<file path="config.mk">
export PLATFORM = sky130hd
export DESIGN_NAME = tblm_regs
export DESIGN_NICKNAME = d
export VERILOG_FILES = /design/src/sv/tblm_pkg.sv /design/src/sv/tblm_regs.sv
export SDC_FILE = /design/constraint.sdc
export NUM_CORES = 1
export LEC_CHECK = 0
export BUFFER_PORTS_ARGS = -buffer_cell sky130_fd_sc_hd__buf_2
export CORE_UTILIZATION = 54
export DETAILED_ROUTE_END_ITERATION = 7
export GPL_TIMING_DRIVEN = 1
export HOLD_SLACK_MARGIN = 0.1
export PLACE_DENSITY_LB_ADDON = 0.12
export SYNTH_ARGS = -nofsm -noshare
export SYNTH_HDL_FRONTEND = slang
export SYNTH_SLANG_ARGS = --single-unit
</file>
<file path="constraint.sdc">
create_clock -name clk -period 2.1 [get_ports clk]
set_input_delay 0.105 -clock clk [delete_from_list [all_inputs] [get_ports clk]]
set_output_delay 0.105 -clock clk [all_outputs]
set_load 0.005 [all_outputs]
</file>
<file path="src/sv/tblm_pkg.sv">
// Package with the shared types, constants and tables of the blob layout matcher.
package tblm_pkg;

  localparam int INDEX_COUNT = 256;
  localparam int LAYOUT_POINTS = 3;
  localparam int PERM_COUNT = 6;
  localparam int ADDR_W = 5;

  localparam logic [1:0] OP_OBSERVE = 2'd0;
  localparam logic [1:0] OP_FRAME_END = 2'd1;
  localparam logic [1:0] OP_CLEAR = 2'd2;
  localparam logic [1:0] OP_NOP = 2'd3;

  localparam logic [2:0] REG_POINT_A = 3'd0;
  localparam logic [2:0] REG_POINT_B = 3'd1;
  localparam logic [2:0] REG_POINT_C = 3'd2;
  localparam logic [2:0] REG_MIN_AREA = 3'd3;
  localparam logic [2:0] REG_MAX_AREA = 3'd4;
  localparam logic [2:0] REG_YOUNG_LIMIT = 3'd5;
  localparam logic [2:0] REG_OLD_LIMIT = 3'd6;

  localparam logic [19:0] ERROR_MAX = 20'hFFFFF;
  localparam logic [15:0] COUNT_MAX = 16'hFFFF;

  localparam logic [1:0] PERM_TABLE [0:5][0:2] = '{
    '{2'd0, 2'd1, 2'd2}, '{2'd0, 2'd2, 2'd1}, '{2'd1, 2'd0, 2'd2},
    '{2'd1, 2'd2, 2'd0}, '{2'd2, 2'd0, 2'd1}, '{2'd2, 2'd1, 2'd0}
  };

  typedef struct packed {
    logic [1:0] opcode;
    logic [7:0] blob_index;
    logic [8:0] blob_x;
    logic [7:0] blob_y;
    logic [8:0] blob_width;
    logic [7:0] blob_height;
    logic [7:0] blob_age;
  } in_word_t;

  typedef struct packed {
    logic        accepted;
    logic        layout_valid;
    logic [19:0] layout_error;
  } out_word_t;

  typedef struct packed {
    logic [17:0] template_point_a;
    logic [17:0] template_point_b;
    logic [17:0] template_point_c;
    logic [16:0] min_area;
    logic [16:0] max_area;
    logic [7:0]  young_limit;
    logic [7:0]  old_limit;
  } cfg_t;

  typedef struct packed {
    logic [7:0]  max_age;
    logic [31:0] sum_x;
    logic [31:0] sum_y;
    logic [15:0] count;
  } entry_t;

endpackage

</file>
<file path="src/sv/tblm_regs.sv">
// Configuration register file with its APB-style access port.
module tblm_regs (
  input  logic                        clk,
  input  logic                        rst,
  input  logic                        psel,
  input  logic                        penable,
  input  logic                        pwrite,
  input  logic [tblm_pkg::ADDR_W-1:0] paddr,
  input  logic [31:0]                 pwdata,
  output logic [31:0]                 prdata,
  output logic                        pready,
  output tblm_pkg::cfg_t              cfg
);

  logic [2:0] reg_sel;

  assign reg_sel = paddr[4:2];
  assign pready = 1'b1;

  always_ff @(posedge clk) begin
    if (rst) begin
      cfg.template_point_a <= 18'd85128;
      cfg.template_point_b <= 18'd118363;
      cfg.template_point_c <= 18'd25679;
      cfg.min_area <= 17'd40;
      cfg.max_area <= 17'd131071;
      cfg.young_limit <= 8'd0;
      cfg.old_limit <= 8'd0;
    end else if (psel && penable && pwrite) begin
      unique case (reg_sel)
        tblm_pkg::REG_POINT_A: cfg.template_point_a <= pwdata[17:0];
        tblm_pkg::REG_POINT_B: cfg.template_point_b <= pwdata[17:0];
        tblm_pkg::REG_POINT_C: cfg.template_point_c <= pwdata[17:0];
        tblm_pkg::REG_MIN_AREA: cfg.min_area <= pwdata[16:0];
        tblm_pkg::REG_MAX_AREA: cfg.max_area <= pwdata[16:0];
        tblm_pkg::REG_YOUNG_LIMIT: cfg.young_limit <= pwdata[7:0];
        tblm_pkg::REG_OLD_LIMIT: cfg.old_limit <= pwdata[7:0];
        default: ;
      endcase
    end
  end

  always_comb begin
    unique case (reg_sel)
      tblm_pkg::REG_POINT_A: prdata = 32'(cfg.template_point_a);
      tblm_pkg::REG_POINT_B: prdata = 32'(cfg.template_point_b);
      tblm_pkg::REG_POINT_C: prdata = 32'(cfg.template_point_c);
      tblm_pkg::REG_MIN_AREA: prdata = 32'(cfg.min_area);
      tblm_pkg::REG_MAX_AREA: prdata = 32'(cfg.max_area);
      tblm_pkg::REG_YOUNG_LIMIT: prdata = 32'(cfg.young_limit);
      tblm_pkg::REG_OLD_LIMIT: prdata = 32'(cfg.old_limit);
      default: prdata = 32'd0;
    endcase
  end

endmodule

</file>
==> reports/qor.txt, run 1 <==
Status - finished, final reports clean
Biggest register - cfg
First-pass GRT wire length - 22900 um
Cells after Synth - 566
Total grt overflow - 0
Most used flip-flop cell after synthesis - dfxtp_1
Sink Count - 104
Clock slew at reported path FFs - 100 ps
Synthesis Warnings - 0
Worst path bufs/invs - 1
Crit start category - register
Top flop regs - cfg x104
TNS Setup - 0 ps
Largest net degree at the start of global routing - 62
DR WL/cell - 17.3 um
Shortest period the worst path allows - 1670 ps
Asr flop ratio synth - 0%
Number of buffers on the longest clock path - 2
Area grow syn2layout - 20.8%
Crit path capture type - output pin
Synthesized flop and latch total - 104
Final-report max-slew violation count - 0
Power per cell area - 590 nW/um^2
Std-Cell Core Area - 9240 sq um
Crit path max fanout - 3
Clk_lat worst skew - 360 ps
GP Congestion - 0.835
Met2 WL post-DR - 6790 um
1st-iter DRT viols - 244
Hpwl dp - 9910 um
FILL cells - 773
Most frequent cells in the layout - buf_2 (146), dfxtp_1 (104), mux2i_1 (95)
# setup viols final - 0
Largest cells by area after synthesis - dfxtp_1 (40%), mux2i_1 (18%), a21oi_1 (5.0%)
Top-level port count - 179
Storage cell area - 2080 sq um
Area post-placement - 5850 sq um
Max Fclk - 0.598 GHz
Starting density of the core - 55.7%
Vias in the first global route - 4535
Slew Limit Headroom - 57.2%
Drt first pass iters - 5
Initial antenna violation count - 0
Post-Route WL - 14600 um
WP data required - 2000 ps
Max FFs per register - 104
Post-synthesis sequential area ratio - 40.5%
Std-Cell Rows - 35
Min-Delay Path Class - input pin to register
Post-synth EDFFs - 0
Residual DRC count - 0
CTS Root Cell - clkbuf_8
Post-synthesis average cell area - 9.09 sq um
Die width - 99.6 um
Top delay family on crit path - compound AO/OA/AOI/OAI gates
Top-area cell type share of the netlist area - 40.5%
Synthesized area - 5140 sq um
Global-route usage over all layers - 29.4%
Routed Antenna Nets - 0
Vias - 4858
Post-synth cell types - 42
Fin crit share - 79.6%
Critical path arrival - 1570 ps
H-Tree Depth - 3
Worst reg2reg path startpoint - cfg[34]
# hold bufs at CTS - 18
Post-CTS sizing - 0
Fin. Hold Viols - 0
Most common cell after layout, fill and taps aside - buf_2
Routed vias/inst - 5.76
P_leak - 2.67 nW
Met3 WL - 1030 um
Die area - 9920 sq um
Share of layout cells above drive strength 1 - 28.8%
Cell Chain, Critical Path - mux2i_1 -> o221a_2 -> a221oi_1 -> buf_2
Final nets - 754
Cell area after layout - 6220 sq um
TritonCTS clock tree - built
Diodes inserted - 0
Buffer count from post-CTS setup fixing - 0
WS Path Type - register to output pin
RSZ-0062 raised after global routing - no
Met1 WL - 6470 um
CTS Buf Count - 9
PortBufs - 147
Synth area leader - dfxtp_1
Clock Skew - 0 ps
Critical path's slowest cell - dfxtp_1
Die Y - 99.6 um
Multi-input logic area - 2640 sq um
Highest Signal Layer - met4
Worst vdd ir - 0.295 mV
CP max stage delay - 380 ps
CP Launch Point - cfg[3]
Max-Cap Viols - 0
Critical hold path startpoint - rst
Worst-Margin Slew - 642 ps
synthesized netlist by cell type, types with 2 or more instances:
cell and n:
dfxtp_1 104, buf_2 9, nor2_4 2, mux2i_1 95
buf_6 8, nand2_2 2, inv_1 11, nand2_1 7
a221oi_2 5, nand3_1 51, o21ai_0 46, buf_4 23
nand2b_1 19, clkbuf_1 21, o21ai_1 6, o221a_2 8
nor2_1 63, a221oi_1 3, o221ai_1 7, o22ai_1 3
conb_1 2, a21oi_1 51
cell type report:
cell class / count / share of cell area, %
inverter: 11 / 0.664
clock inverter: 5 / 0.966
tap: 129 / 2.60
clock buffer: 9 / 1.99
timing repair buffer: 187 / 17.8
multi-input combinational: 399 / 42.5
sequential: 104 / 33.5
report_power, final:
group	switching (W)	total (W)	internal [W]
Sequential	0.0000117	0.00200	0.00199
Combinational	0.000269	0.000453	0.000184
Clock	0.000682	0.00122	0.000538
through the flow:
| stage | setup WS, ps | hold WS (ps) | instances | total power, W | utilization [%] |
|---|---|---|---|---|---|
| 2_1_floorplan | 1040 | 253 | 579 | 0.00234 | - |
| 3_3_place_gp | 523 | 382 | 812 | 0.00246 | 63.3 |
| 3_5_place_dp | 478 | 384 | 812 | 0.00247 | 63.3 |
| 4_1_cts | 430 | 235 | 844 | 0.00368 | 67.3 |
| 5_1_grt | 292 | 276 | 844 | 0.00379 | 67.3 |
| 6_report | 428 | 242 | 844 | 0.00367 | 67.3 |
logic make-up (layout without fill, tap and decap cells):
kind of cell | Yosys count | after routing | synth area share, %
AND/OR/NAND/NOR | 157 | 157 | 16.0
AO/OA/AOI/OAI | 132 | 132 | 15.8
flip-flops | 104 | 104 | 40.5
multiplexers | 95 | 95 | 18.5
buffers and inverters | 76 | 212 | 9.17
other | 2 | 15 | 0.146
metal layers:
| metal | up-vias | track usage [%] |
|---|---|---|
| li1 | 2261 | - |
| met1 | 2347 | 39.8 |
| met2 | 225 | 47.1 |
| met3 | 25 | 4.15 |
| met4 | 0 | 12.1 |
| met5 | - | 0 |
final timing paths:
path	end	slack, ps	depth (start not counted)
min reg2reg	cfg[49]	490	2
min	cfg[9]	240	2
max reg2reg	cfg[34]	1380	2
max	prdata[3]	430	4
Power figures use the tool's default switching activity.
==> run 2: changes to the inputs <==
Settings changed: ABC_AREA set to 1, CORE_UTILIZATION 54 to 46.
Clock period 2.1 ns to 1.5 ns, I/O delays scaled along.
==> run 2 against run 1 <==
Net effect: flip-flop and latch count did not move; die area rose by 18%; critical path type is now input pin to output pin; total power rose by 46%; global-route usage rose by 0.11 points; synthesized cell count increased by 40%; routed wire length is 17% higher; sequential power up 42%; clock skew unchanged; worst hold slack worse by 27 ps.
==> reports/qor.txt, run 2 <==
Final-report max-slew violation count - 0 (unchanged)
Xor and xnor area share after synthesis - 0% (unchanged)
WP data required - 1420 ps (-580 ps)
WS Path Type - input pin to output pin
Synth top cells by count - nand2_1 (266), nor2_1 (154), nand3_1 (111)
Crit path max fanout - 13 (+10)
Die Y - 108 um (+8.4%)
Largest family of logic cells by synthesized area - simple AND/OR/NAND/NOR gates
Cell area after layout - 6410 sq um (+3.1%)
Clock Skew - 0 ps (unchanged)
CP max stage delay - 280 ps (-100 ps)
Initial antenna violation count - 0 (unchanged)
CTS Root Cell - clkbuf_8
Vias in the first global route - 4964 (+9.5%)
Clock slew at reported path FFs - 100 ps (about the same)
Synth Area in Simple Gates - 49.5% (+33 points)
Die width - 108 um (+8.4%)
Mux share of post-synthesis cell area - 0% (-18 points)
1st-iter DRT viols - 496 (+100%)
Cells after Synth - 794 (+40%)
H-Tree Depth - 3 (unchanged)
Min-Delay Path Class - input pin to register
Area grow syn2layout - 24.0%
Largest net degree at the start of global routing - 105 (+69%)
Total grt overflow - 0 (unchanged)
Max-Cap Viols - 0 (unchanged)
Top-area cell type share of the netlist area - 40.3% (-0.19 points)
Routed Antenna Nets - 0 (unchanged)
Biggest register - cfg
Status - finished, final reports clean
Power per cell area - 838 nW/um^2 (+42%)
Starting density of the core - 47.5% (-8.2 points)
RSZ-0062 raised after global routing - no
Shortest period the worst path allows - 1370 ps
TritonCTS clock tree - built
Sink Count - 104 (unchanged)
Synthesized flop and latch total - 104 (unchanged)
Worst vdd ir - 0.663 mV (+120%)
Post-synth cell types - 18 (-57%)
Compound-Gate Fraction of Synth Area - 0% (-16 points)
Fin. Hold Viols - 0 (unchanged)
Cell Chain, Critical Path - buf_2 -> inv_1 -> buf_4 -> nand4_1 -> nand2_1 -> nor2_1 -> nand2_1 -> buf_2
Hpwl dp - 11800 um (+19%)
Routed vias/inst - 5.16 (-10%)
Most common cell after layout, fill and taps aside - nand2_1
GP Congestion - 0.852 (+2.0%)
First-pass GRT wire length - 26200 um (+14%)
Asr flop ratio synth - 0% (unchanged)
Most used flip-flop cell after synthesis - dfxtp_1
Area post-placement - 6030 sq um (+3.0%)
Crit start category - input pin
Buffer count from post-CTS setup fixing - 0 (unchanged)
Diodes inserted - 0 (unchanged)
CTS Buf Count - 9 (unchanged)
Top flop regs - cfg x104
Top-count cell post-synth - nand2_1
Critical path arrival - 1300 ps (-270 ps)
Synth area leader - dfxtp_1
Largest cells by area after synthesis - dfxtp_1 (40%), nand2_1 (19%), nor2_1 (11%)
Post-synthesis average cell area - 6.51 sq um (-28%)
Die area - 11700 sq um (+18%)
Global-route usage over all layers - 29.5% (+0.11 points)
Clk_lat worst skew - 380 ps (+20 ps)
Std-Cell Core Area - 10900 sq um (+18%)
DR WL/cell - 15.5 um (-10%)
Post-synth EDFFs - 0 (unchanged)
Adder-Cell Fraction of Synth Area - 0% (unchanged)
Std-Cell Rows - 38 (+8.6%)
Post-synthesis sequential area ratio - 40.3% (-0.19 points)
Number of buffers on the longest clock path - 2 (unchanged)
Vias - 5659 (+16%)
Crit path capture type - output pin
Max FFs per register - 104 (unchanged)
Residual DRC count - 0 (unchanged)
PortBufs - 147 (unchanged)
Share of layout cells above drive strength 1 - 22.8% (-6.0 points)
Fin crit share - 91.3%
TNS Setup - 0 ps (unchanged)
Synthesized area - 5170 sq um (+0.46%)
Top-level port count - 179 (unchanged)
Post-CTS sizing - 0 (unchanged)
# setup viols final - 0 (unchanged)
Max Fclk - 0.730 GHz
Synthesis Warnings - 0 (unchanged)
Post-Route WL - 17000 um (+17%)
P_leak - 3.35 nW (+25%)
Final nets - 994 (+32%)
Critical path's slowest cell - buf_2
Drt first pass iters - 5 (unchanged)
Most frequent cells in the layout - nand2_1 (266), nor2_1 (154), buf_2 (147)
## run 2: cell types whose count changed in the layout (fill, tap and decap cells not counted), moves of 46 or more
cell | previous run | this run
nor2_1 | 63 | 154
nand2_1 | 7 | 266
a21oi_1 | 51 | 0
nand3_1 | 51 | 111
mux2i_1 | 95 | 0
o21ai_0 | 46 | 0
## run 2: per-stage QoR
stage	setup slack [ps]	std cells	hold WS [ps]	utilization, %	total power, W
2_1_floorplan	418	807	201	-	0.00330
3_3_place_gp	145	1063	306	55.4	0.00352
3_5_place_dp	104	1063	317	55.4	0.00353
4_1_cts	143	1097	211	58.9	0.00537
5_1_grt	19.0	1097	229	58.9	0.00554
6_report	130	1097	215	58.9	0.00537
## run 2: path summary, 6_finish.rpt
check | slack, ps | cells past startpoint | from | end
max | 130 | 8 | paddr[2] | prdata[3]
min | 220 | 4 | rst | cfg[19]
max reg2reg | 840 | 2 | cfg[88] | cfg[88]
min reg2reg | 490 | 2 | cfg[17] | cfg[17]
## run 2: report_power, final
group	switching (W)	internal (W)	leakage [nW]
registers	0.0000317	0.00280	0.841
clock network	0.000990	0.000861	0.103
logic	0.000441	0.000248	2.40
total	0.00146	0.00391	3.35
## run 2: kinds of logic (layout without fill, tap and decap cells)
group         after synthesis  in the layout
simple gates              590            590
buf+inv                    98            248
other cells                 2             15
flops                     104            104
## run 2: repair_timing
| item | 4_1_cts | 5_1_grt |
|---|---|---|
| endpoints found under the hold margin | 59 | 0 |
| hold buffers | 18 | 0 |
| endpoints found under the setup margin | 0 | 0 |
## run 2: metal layers
metal / GRT usage, % / share of wire (%) / vias to the layer above
li1: - / - / 2798
met1: 42.7 / 45 / 2562
met2: 44.2 / 44 / 272
met3: 4.28 / 9.0 / 27
met4: 10.9 / 2.3 / 0
met5: 0 / 0 / -
## run 2: critical path: cells and delay by family
kind	cells	cell delay [ps]
buf+inv	4	830
simple gates	4	390
## run 2: cell type report
class	instances	area, sq um
multi-input cells	605	2610
clock inverters	3	40.0
well taps	140	175
flip-flops and latches	104	2080
fillers	1118	4480
inverters	31	116
repair buffers	201	1220
clock buffers	13	159
